**config.mk**
```make
export PLATFORM = sky130hd
export DESIGN_NAME = tcw_cmd_queue
export DESIGN_NICKNAME = d
export VERILOG_FILES = /design/src/design/text_console_writer_macros.svh /design/src/design/tcw_pkg.sv /design/src/design/tcw_cmd_queue.sv
export SDC_FILE = /design/constraint.sdc
export NUM_CORES = 1
export LEC_CHECK = 0
export BUFFER_PORTS_ARGS = -buffer_cell sky130_fd_sc_hd__buf_2
export CAP_MARGIN = 20
export CORE_MARGIN = 8
export CORE_UTILIZATION = 46
export DETAILED_ROUTE_END_ITERATION = 10
export PLACE_DENSITY_LB_ADDON = 0.08
export RECOVER_POWER = 50
export SYNTH_ARGS = -nofsm -noshare
export SYNTH_HDL_FRONTEND = slang
export SYNTH_SLANG_ARGS = --single-unit
```
**constraint.sdc**
```tcl
create_clock -name clk -period 1.9 [get_ports clk]
set_clock_uncertainty 0.05 [all_clocks]
set_input_delay 0.095 -clock clk [delete_from_list [all_inputs] [get_ports clk]]
set_output_delay 0.095 -clock clk [all_outputs]
set_load 0.05 [all_outputs]
```
**src/design/text_console_writer_macros.svh**
```systemverilog
// ----------------------------------------------------------------------------
// Text console writer assertion macros
// Shared concurrent assertion forms, clocked on clk and held off in reset.
// ----------------------------------------------------------------------------
`ifndef TEXT_CONSOLE_WRITER_MACROS_SVH
`define TEXT_CONSOLE_WRITER_MACROS_SVH

// condition holds at every clock edge out of reset
`define TCW_ASSERT_ALWAYS(label, cond, msg) \
  label: assert property (@(posedge clk) disable iff (rst) (cond)) else $error(msg);

// consequent holds in the same cycle as the antecedent
`define TCW_ASSERT_IMPLY(label, ante, cons, msg) \
  label: assert property (@(posedge clk) disable iff (rst) (ante) |-> (cons)) else $error(msg);

`endif

```
**src/design/tcw_pkg.sv**
```systemverilog
// ----------------------------------------------------------------------------
// Text console writer package
// Screen geometry, character codes, command word and sequencer state types.
// ----------------------------------------------------------------------------
package tcw_pkg;

  localparam int COLS   = 80;
  localparam int ROWS   = 25;
  localparam int CELLS  = COLS * ROWS;
  localparam int ADDR_W = $clog2(CELLS);

  localparam int FUNC_W = 2;
  localparam int COL_W  = 7;
  localparam int ROW_W  = 5;
  localparam int CHAR_W = 8;
  localparam int CELL_W = 2 * CHAR_W;

  localparam int QDEPTH = 2;
  localparam int QPTR_W = $clog2(QDEPTH);

  localparam logic [CHAR_W-1:0] BLANK_CHAR   = 8'h20;
  localparam logic [CHAR_W-1:0] DEFAULT_ATTR = 8'h07;
  localparam logic [CHAR_W-1:0] CH_NEWLINE   = 8'd10;
  localparam logic [CHAR_W-1:0] CH_BACKSPACE = 8'd8;
  localparam logic [CHAR_W-1:0] CH_TAB       = 8'd9;

  typedef enum logic [FUNC_W-1:0] {
    FUNC_PUT   = 2'd0,
    FUNC_CLEAR = 2'd1,
    FUNC_READ  = 2'd2,
    FUNC_NONE  = 2'd3
  } func_t;

  typedef enum logic [2:0] {
    OP_PUT,
    OP_NEWLINE,
    OP_BACKSPACE,
    OP_NOP,
    OP_CLEAR,
    OP_READ
  } op_t;

  typedef struct packed {
    op_t               op;
    logic [CHAR_W-1:0] ch;
    logic [CHAR_W-1:0] attr;
    logic [ADDR_W-1:0] raddr;
  } cmd_t;

  typedef enum logic [2:0] {
    S_INIT,
    S_IDLE,
    S_READ,
    S_SCROLL,
    S_DRAIN,
    S_FILL,
    S_CLEAR
  } back_state_t;

endpackage

```
**src/design/tcw_cmd_queue.sv**
```systemverilog
// ----------------------------------------------------------------------------
// Text console writer command queue
// Short FIFO of decoded command words between front and back end.
// ----------------------------------------------------------------------------
module tcw_cmd_queue (
  input  logic          clk,
  input  logic          rst,
  input  logic          push,
  input  tcw_pkg::cmd_t wdata,
  output logic          full,
  input  logic          pop,
  output tcw_pkg::cmd_t rdata,
  output logic          empty
);
  import tcw_pkg::*;

  cmd_t                entries [QDEPTH];
  logic [QPTR_W-1:0]   wptr;
  logic [QPTR_W-1:0]   rptr;
  logic [QPTR_W:0]     count;
  logic                do_push;
  logic                do_pop;

  assign full    = (count == (QPTR_W+1)'(QDEPTH));
  assign empty   = (count == '0);
  assign do_push = push & ~full;
  assign do_pop  = pop & ~empty;
  assign rdata   = entries[rptr];

  always_ff @(posedge clk) begin
    if (do_push) begin
      entries[wptr] <= wdata;
    end
  end

  always_ff @(posedge clk) begin
    if (rst) begin
      wptr  <= '0;
      rptr  <= '0;
      count <= '0;
    end else begin
      if (do_push) begin
        wptr <= (wptr == QPTR_W'(QDEPTH - 1)) ? '0 : wptr + QPTR_W'(1);
      end
      if (do_pop) begin
        rptr <= (rptr == QPTR_W'(QDEPTH - 1)) ? '0 : rptr + QPTR_W'(1);
      end
      unique case ({do_push, do_pop})
        2'b10:   count <= count + (QPTR_W+1)'(1);
        2'b01:   count <= count - (QPTR_W+1)'(1);
        default: count <= count;
      endcase
    end
  end

endmodule

```
==> results.json <==
{
  "grt_max_degree": 31,
  "cts_root_buf": "clkbuf_8",
  "antenna_found_initial": 0,
  "clk_latency_ns": 0.33,
  "synth_top_area_share_pct": 75.7,
  "htree_levels": 3,
  "io_buffers": 65,
  "start_util_pct": 47.2,
  "grt_pass1_vias": 1535,
  "synth_area_mm2": 0.00238,
  "fmaxAchievable_ghz": 0.604,
  "synth-seq-cells": 65,
  "synthSimpleGateAreaFrac_pct": 1.95,
  "synth-compound-area-share_pct": 1.16,
  "postSynthAreaPerCell_um2": 20.0,
  "min_period_over_period_pct": 87.1,
  "finalCriticalPeriod_ns": 1.65,
  "syn_to_final_growth_pct": 39.6,
  "leakage_nw": 1.22,
  "dp_cells": 256,
  "synth_xor_area_share_pct": 1.10,
  "ys_seq_area_share_pct": 80.0,
  "postCtsSetupBuffers": 0,
  "rsz0062_at_grt": "false",
  "die_area_mm2": 0.00773,
  "synthFlopType": "edfxtp_1",
  "worstPathRequired_ns": 1.89,
  "cts_tree": "yes",
  "drt.antenna.violating_nets": 0,
  "ir_worst_vdd_v": 0.00115,
  "tns_ns": 0,
  "ys_top_cells_by_count": "edfxtp_1 (60), mux2_2 (30), dfxtp_1 (5), nor2_1 (4), buf_2 (3)",
  "synth_area_leaders": "edfxtp_1 (76%), mux2_2 (14%), dfxtp_1 (4.2%)",
  "power_density_mw_per_mm2": 1510,
  "worstSetupPathType": "reg -> reg",
  "crit_fanout": 10,
  "hpwlAfterDp_mm": 2.99,
  "path_clk_slew_ns": 0.06,
  "routabilityCongestion": 0.651,
  "p_total_mw": 5.01,
  "grt_usage_pct": 13.0,
  "start_kind": "flip-flop",
  "cts_sinks": 65,
  "num_vias": 1397,
  "place_ws_ns": 0.256,
  "max-cap-violations": 0,
  "synth_top_family_by_area": "multiplexers",
  "drive_above_1_share_pct": 38.2,
  "synth_fa_ha_area_share_pct": 0.526,
  "layoutNonFillerInstCount": 303,
  "rows": 26,
  "clock_path_buffers": 2,
  "grt_overflow": 0,
  "wirelength_mm": 4.55,
  "hold_class": "in -> reg",
  "wl_per_cell_um": 15.0,
  "yosysTopAreaCell": "edfxtp_1",
  "cp-end-kind": "flip-flop",
  "hold_viol_final": 0,
  "ys_types": 17,
  "arrival_ns": 1.64,
  "final_nets": 263,
  "cts_resized": 0,
  "core_mm2": 0.00504,
  "finalMaxSlewViolations": 0,
  "async_flop_share_pct": 0,
  "io_pins": 66,
  "worst_slack_ns": 0.245,
  "tightestPinTransition_ns": 0.613,
  "finalSetupViolCount": 0,
  "drtIter0Drc": 51,
  "relSlewSlack_pct": 59.3,
  "ys_warn_count": 0,
  "die-width_um": 87.9,
  "syn-num-nets": 154,
  "vias_per_cell": 4.61,
  "outcome": "finished, final reports clean",
  "drt-pass1-iter-count": 4,
  "synth_edf_count": 60,
  "drc": 0,
  "grt_pass1_wl_mm": 7.19,
  "die_y_um": 87.9,
  "yosysMostFrequentCell": "edfxtp_1",
  "synth.area.mux_share_pct": 14.2,
  "synthCells": 119,
  "insertedDiodeCount": 0,
  "holdWs_ns": 0.111,
  "cts_buffers": 9,
  "cts-hold-fix-buffers": 31
}
[layout by cell type, fill, tap and decap left out]
cell type,netlist,final
buf_4,0,1
xnor2_1,2,2
buf_2,3,42
buf_12,0,2
nor2_1,4,4
bufinv_16,0,2
and3_1,1,1
nand2_1,1,1
mux2_2,30,30
o21ai_0,2,2
dfxtp_1,5,5
or3_1,2,2
buf_1,0,1
ha_1,1,1
a21oi_1,2,2
clkbuf_1,0,26
clkinvlp_4,0,1
xor2_1,1,1
clkinv_1,0,2
nand2b_2,1,1
edfxtp_1,60,60
o21a_1,1,1
dlygate4sd3_1,0,31
inv_1,2,2
clkbuf_8,0,9
clkbuf_2,0,1
[stage by stage]
step           util (%)  area, µm²
2_1_floorplan         -       2380
3_3_place_gp       56.4       2840
3_5_place_dp       56.4       2840
4_1_cts            66.6       3360
5_1_grt            65.9       3320
6_report           65.9       3320
[registers in the layout, summed over array words and instances, names as in the netlist, named ones only]
name,cells
rptr,1
count,2
entries,60
wptr,1
[worst paths after layout]
check                               from             end  slack, ns  depth (start not counted)
worst min-delay path                push            wptr       0.11                          4
worst max-delay path            count[0]  entries[0][22]       0.25                          5
worst max register to register  count[0]  entries[0][22]       0.25                          5
worst min register to register      wptr            wptr       0.44                          2
[kinds of logic after synthesis]
family / Yosys count
and+or+nand+nor: 9
xor gates and xnor gates: 3
AOI/OAI and AO/OA: 5
adders and majority gates: 1
muxes: 30
buffers and inverters: 6
DFF: 65
[metal layers]
metal | track usage (%) | vias up | wire [µm]
li1 | - | 676 | -
met1 | 13.3 | 653 | 1770
met2 | 21.0 | 52 | 2270
met3 | 4.69 | 16 | 336
met4 | 10.6 | 0 | 165
met5 | 0 | - | 0
[power breakdown]
| part | switching (mW) | internal [mW] | total [mW] |
|---|---|---|---|
| Combinational | 1.32 | 0.586 | 1.91 |
| Clock | 0.483 | 0.732 | 1.21 |
| Sequential | 0.0744 | 1.81 | 1.89 |
| Total | 1.88 | 3.13 | 5.01 |
[final cells by class]
type / count / area [µm²]
repair buffers: 101 / 663
fillers: 383 / 1720
well taps: 70 / 87.6
inverters: 3 / 15.0
flip-flops and latches: 65 / 1900
clock inverters: 4 / 67.6
multi-input cells: 48 / 450
clock buffers: 12 / 135
[critical path, cell delays in order (launching register included)]
cell and delay, ns:
dfxtp_1 0.41, nand2b_2 0.17, inv_1 0.06, or3_1 0.36
clkinvlp_4 0.12, buf_4 0.19
Power figures use the tool's default switching activity.
