==> config.mk <==
export PLATFORM = sky130hd
export DESIGN_NAME = tcw_front
export DESIGN_NICKNAME = d
export VERILOG_FILES = /design/src/design/text_console_writer_macros.svh /design/src/design/tcw_pkg.sv /design/src/design/tcw_front.sv
export SDC_FILE = /design/constraint.sdc
export NUM_CORES = 1
export LEC_CHECK = 0
export BUFFER_PORTS_ARGS = -buffer_cell sky130_fd_sc_hd__buf_2
export CELL_PAD_IN_SITES_DETAIL_PLACEMENT = 1
export CELL_PAD_IN_SITES_GLOBAL_PLACEMENT = 2
export CORE_UTILIZATION = 16
export DETAILED_ROUTE_END_ITERATION = 12
export PLACE_DENSITY_LB_ADDON = 0.1
export SETUP_SLACK_MARGIN = 0.05
export SLEW_MARGIN = 20
export SYNTH_ARGS = -nofsm -noshare
export SYNTH_HDL_FRONTEND = slang
export SYNTH_SLANG_ARGS = --single-unit
==> constraint.sdc <==
create_clock -name vclk -period 6.5
set_clock_uncertainty 0.2 [all_clocks]
set_input_delay 0.975 -clock vclk [all_inputs]
set_output_delay 0.975 -clock vclk [all_outputs]
set_load 0.02 [all_outputs]
==> src/design/text_console_writer_macros.svh <==
// ----------------------------------------------------------------------------
// Text console writer assertion macros
// Shared concurrent assertion forms, clocked on clk and held off in reset.
// ----------------------------------------------------------------------------
`ifndef TEXT_CONSOLE_WRITER_MACROS_SVH
`define TEXT_CONSOLE_WRITER_MACROS_SVH

// condition holds at every clock edge out of reset
`define TCW_ASSERT_ALWAYS(label, cond, msg) \
  label: assert property (@(posedge clk) disable iff (rst) (cond)) else $error(msg);

// consequent holds in the same cycle as the antecedent
`define TCW_ASSERT_IMPLY(label, ante, cons, msg) \
  label: assert property (@(posedge clk) disable iff (rst) (ante) |-> (cons)) else $error(msg);

`endif

==> src/design/tcw_pkg.sv <==
// ----------------------------------------------------------------------------
// Text console writer package
// Screen geometry, character codes, command word and sequencer state types.
// ----------------------------------------------------------------------------
package tcw_pkg;

  localparam int COLS   = 80;
  localparam int ROWS   = 25;
  localparam int CELLS  = COLS * ROWS;
  localparam int ADDR_W = $clog2(CELLS);

  localparam int FUNC_W = 2;
  localparam int COL_W  = 7;
  localparam int ROW_W  = 5;
  localparam int CHAR_W = 8;
  localparam int CELL_W = 2 * CHAR_W;

  localparam int QDEPTH = 2;
  localparam int QPTR_W = $clog2(QDEPTH);

  localparam logic [CHAR_W-1:0] BLANK_CHAR   = 8'h20;
  localparam logic [CHAR_W-1:0] DEFAULT_ATTR = 8'h07;
  localparam logic [CHAR_W-1:0] CH_NEWLINE   = 8'd10;
  localparam logic [CHAR_W-1:0] CH_BACKSPACE = 8'd8;
  localparam logic [CHAR_W-1:0] CH_TAB       = 8'd9;

  typedef enum logic [FUNC_W-1:0] {
    FUNC_PUT   = 2'd0,
    FUNC_CLEAR = 2'd1,
    FUNC_READ  = 2'd2,
    FUNC_NONE  = 2'd3
  } func_t;

  typedef enum logic [2:0] {
    OP_PUT,
    OP_NEWLINE,
    OP_BACKSPACE,
    OP_NOP,
    OP_CLEAR,
    OP_READ
  } op_t;

  typedef struct packed {
    op_t               op;
    logic [CHAR_W-1:0] ch;
    logic [CHAR_W-1:0] attr;
    logic [ADDR_W-1:0] raddr;
  } cmd_t;

  typedef enum logic [2:0] {
    S_INIT,
    S_IDLE,
    S_READ,
    S_SCROLL,
    S_DRAIN,
    S_FILL,
    S_CLEAR
  } back_state_t;

endpackage

==> src/design/tcw_front.sv <==
// ----------------------------------------------------------------------------
// Text console writer front end
// Accepts input words and decodes them into command words for the back end.
// ----------------------------------------------------------------------------
module tcw_front (
  input  logic                        push,
  output logic                        full,
  input  logic [tcw_pkg::FUNC_W-1:0]  func,
  input  logic [tcw_pkg::CHAR_W-1:0]  char_code,
  input  logic [tcw_pkg::CHAR_W-1:0]  attr,
  input  logic [tcw_pkg::COL_W-1:0]   read_col,
  input  logic [tcw_pkg::ROW_W-1:0]   read_row,
  input  logic                        q_full,
  input  logic                        init_busy,
  output logic                        q_push,
  output tcw_pkg::cmd_t               q_wdata
);
  import tcw_pkg::*;

  logic in_range;

  // no words taken while the screen is being cleared after reset
  assign full   = q_full | init_busy;
  assign q_push = push & ~full;

  assign in_range = (read_col < COL_W'(COLS)) && (read_row < ROW_W'(ROWS));

  always_comb begin
    q_wdata.ch    = char_code;
    q_wdata.attr  = attr;
    q_wdata.raddr = ADDR_W'(read_row) * ADDR_W'(COLS) + ADDR_W'(read_col);
    unique case (func_t'(func))
      FUNC_PUT: begin
        if (char_code == CH_NEWLINE) begin
          q_wdata.op = OP_NEWLINE;
        end else if (char_code == CH_BACKSPACE) begin
          q_wdata.op = OP_BACKSPACE;
        end else if (char_code == CH_TAB) begin
          q_wdata.op = OP_NOP;
        end else begin
          q_wdata.op = OP_PUT;
        end
      end
      FUNC_CLEAR: q_wdata.op = OP_CLEAR;
      FUNC_READ:  q_wdata.op = in_range ? OP_READ : OP_NOP;
      FUNC_NONE:  q_wdata.op = OP_NOP;
      default:    q_wdata.op = OP_NOP;
    endcase
  end

endmodule

==> impl_metrics.json <==
{
  "wl_per_cell_um": 9.68,
  "synthesis.nets": 110,
  "syn_inst_count": 66,
  "power.leakage_nw": 0.351,
  "vdd_drop_max_mv": 0.0374,
  "grt_util_all_layers": 0.0701,
  "io-pin-count": 65,
  "globalRoute.totalOverflow": 0,
  "rows": 20,
  "dr.first_iter.drc_count": 10,
  "cts_setup_buffers": 0,
  "numPortBuffers": 41,
  "vias_per_cell": 3.74,
  "timing.critical_path.fanout_max": 4,
  "syn-cell-area_um2": 527,
  "min_from": "read_col[0]",
  "initial_antenna_violation_count": 0,
  "final.setup.tns_ps": 0,
  "cp-start-kind": "primary input",
  "ctsResizeCount": 0,
  "number_of_maximum_capacitance_constraint_violations": 0,
  "setup.worst_path.class": "in -> out",
  "placed_cells_incl_taps": 131,
  "dpl.hpwl_mm": 1.18,
  "finalWorstPathRequiredPeriod_ps": 4070,
  "yosysWarningCount": 0,
  "design.seq.count": 0,
  "final-setup-viol-count": 0,
  "die-area_mm2": 0.00353,
  "vias": 490,
  "final_antenna_net_count": 0,
  "numnets_final": 133,
  "final_max_slew_viol_count": 0,
  "diodes": 0,
  "run_status": "completed",
  "timing_worst_slew_pin_value_ps": 253,
  "chipHeight_um": 59.4,
  "final.clkbuf_count": 0,
  "max_freq_ghz": 0.246,
  "floorplan.initialDensity": 0.171,
  "finalWeightedCongestion": 0.660,
  "worst_hold_path.endpoint": "q_wdata[0]",
  "final-seq-area_um2": 0,
  "area_growth_syn_to_layout_pct": 20.9,
  "cp-end-kind": "primary output",
  "worstHoldPathType": "in -> out",
  "post-route-worst-setup-slack_ps": 2430,
  "number_of_endpoints_with_negative_hold_slack_in_the_final_report": 0,
  "floorplan.core_area_mm2": 0.00308,
  "final_layout_size_suffix_gt1_frac": 0.494,
  "timing.hold.worst_path_depth": 0,
  "netlist-cell-type-count": 22,
  "wirelength_mm": 1.27,
  "pin_count_of_the_biggest_net_entering_global_routing": 5,
  "dpl_worst_slack_ps": 2420,
  "synth.avg_cell_area_um2": 7.98,
  "yosysSeqAreaShare": 0,
  "detailedRoute.firstPassIterationCount": 2,
  "vias_in_the_first_global_route": 458,
  "power-per-cell-area_mw_per_mm2": 116,
  "worst-endpoint-required_ps": 5320,
  "grt_pass1_wl_mm": 1.99,
  "fp.dieW_um": 59.4,
  "slew_headroom": 0.829,
  "critPathArrivalTime_ps": 2890,
  "min_period_over_period": 0.626,
  "cts-hold-fix-buffers": 0,
  "drc": 0,
  "rsz0062_at_grt": "false",
  "finished_layout_cells": 131
}
-- synthesized netlist by cell type --
| master | count | area (um^2) |
|---|---|---|
| sky130_fd_sc_hd__o21a_1 | 1 | 7.51 |
| sky130_fd_sc_hd__xnor2_1 | 6 | 52.6 |
| sky130_fd_sc_hd__inv_1 | 6 | 22.5 |
| sky130_fd_sc_hd__xor2_2 | 1 | 16.3 |
| sky130_fd_sc_hd__nor2b_1 | 1 | 6.26 |
| sky130_fd_sc_hd__nor2_1 | 3 | 11.3 |
| sky130_fd_sc_hd__buf_4 | 20 | 150 |
| sky130_fd_sc_hd__o311ai_1 | 1 | 8.76 |
| sky130_fd_sc_hd__nor3_1 | 1 | 5.00 |
| sky130_fd_sc_hd__nand2_1 | 2 | 7.51 |
| sky130_fd_sc_hd__or2_2 | 1 | 6.26 |
| sky130_fd_sc_hd__fa_1 | 2 | 40.0 |
| sky130_fd_sc_hd__nand4_1 | 1 | 6.26 |
| sky130_fd_sc_hd__o21bai_1 | 1 | 7.51 |
| sky130_fd_sc_hd__xor2_1 | 1 | 8.76 |
| sky130_fd_sc_hd__o21ai_1 | 1 | 5.00 |
| sky130_fd_sc_hd__nor4b_1 | 1 | 8.76 |
| sky130_fd_sc_hd__ha_1 | 9 | 113 |
| sky130_fd_sc_hd__a21o_1 | 2 | 15.0 |
| sky130_fd_sc_hd__o2111ai_1 | 1 | 8.76 |
| sky130_fd_sc_hd__o21ai_0 | 2 | 10.0 |
| sky130_fd_sc_hd__a21oi_1 | 2 | 10.0 |
-- worst max path at each step --
stage / from / end / slack, ps / cells past startpoint
after floorplan: read_row[1] / q_wdata[10] / 2580 / 7
after global routing: read_row[1] / q_wdata[10] / 2300 / 9
after detailed placement: read_row[1] / q_wdata[10] / 2420 / 9
final: read_row[1] / q_wdata[10] / 2430 / 9
after global placement: read_row[1] / q_wdata[10] / 2440 / 9
after CTS: read_row[1] / q_wdata[10] / 2410 / 9
-- stage by stage --
stage / total power [mW] / hold WS, ps / util / area, um^2
6_report: 0.0740 / 1750 / 0.207 / 637
5_1_grt: 0.0813 / 1750 / 0.207 / 637
4_1_cts: 0.0755 / 1750 / 0.207 / 637
3_5_place_dp: 0.0748 / 1750 / 0.207 / 637
3_3_place_gp: 0.0761 / 1750 / 0.207 / 637
2_1_floorplan: 0.0624 / 1860 / - / 527
-- kinds of logic (layout without fill, tap and decap cells) --
logic type / Yosys count / count (layout) / synth area share
AND/OR/NAND/NOR: 10 / 10 / 0.0974
XOR/XNOR: 8 / 8 / 0.147
buffers and inverters: 26 / 47 / 0.328
adder cells (fa/ha/maj): 11 / 11 / 0.290
AO/OA/AOI/OAI: 11 / 11 / 0.138
-- critical path, cell delays in order --
cell and delay, ps:
sky130_fd_sc_hd__buf_2 120, sky130_fd_sc_hd__ha_1 290, sky130_fd_sc_hd__ha_1 220, sky130_fd_sc_hd__fa_1 410
sky130_fd_sc_hd__xor2_2 210, sky130_fd_sc_hd__o2111ai_1 160, sky130_fd_sc_hd__xnor2_1 190, sky130_fd_sc_hd__xnor2_1 130
sky130_fd_sc_hd__buf_2 180
-- per-layer routing --
metal  global-route usage  wire length, um  vias to the layer above
met5                    0                0                        -
met4              0.00340                4                        0
met3              0.00218              135                        2
met2                0.133              582                       31
met1               0.0910              547                      214
li1                     -                -                      243
-- layout by cell type, fill, tap and decap left out, types with 2 or more instances in the layout --
cell	count
sky130_fd_sc_hd__buf_2	41
sky130_fd_sc_hd__fa_1	2
sky130_fd_sc_hd__nand2_1	2
sky130_fd_sc_hd__a21o_1	2
sky130_fd_sc_hd__a21oi_1	2
sky130_fd_sc_hd__nor2_1	3
sky130_fd_sc_hd__o21ai_0	2
sky130_fd_sc_hd__ha_1	9
sky130_fd_sc_hd__xnor2_1	6
sky130_fd_sc_hd__inv_1	6
-- where the power goes --
part           internal (mW)  leakage, nW  switching [mW]  total [mW]
Clock                      0            0               0           0
Combinational         0.0302        0.351          0.0438      0.0740
Sequential                 0            0               0           0
-- cell type report --
type	instances	area, um^2
tap	44	55.1
fill	408	2440
multi-input combinational	40	354
timing repair buffer	41	205
inverter	6	22.5
(Power assumes the default switching activity.)
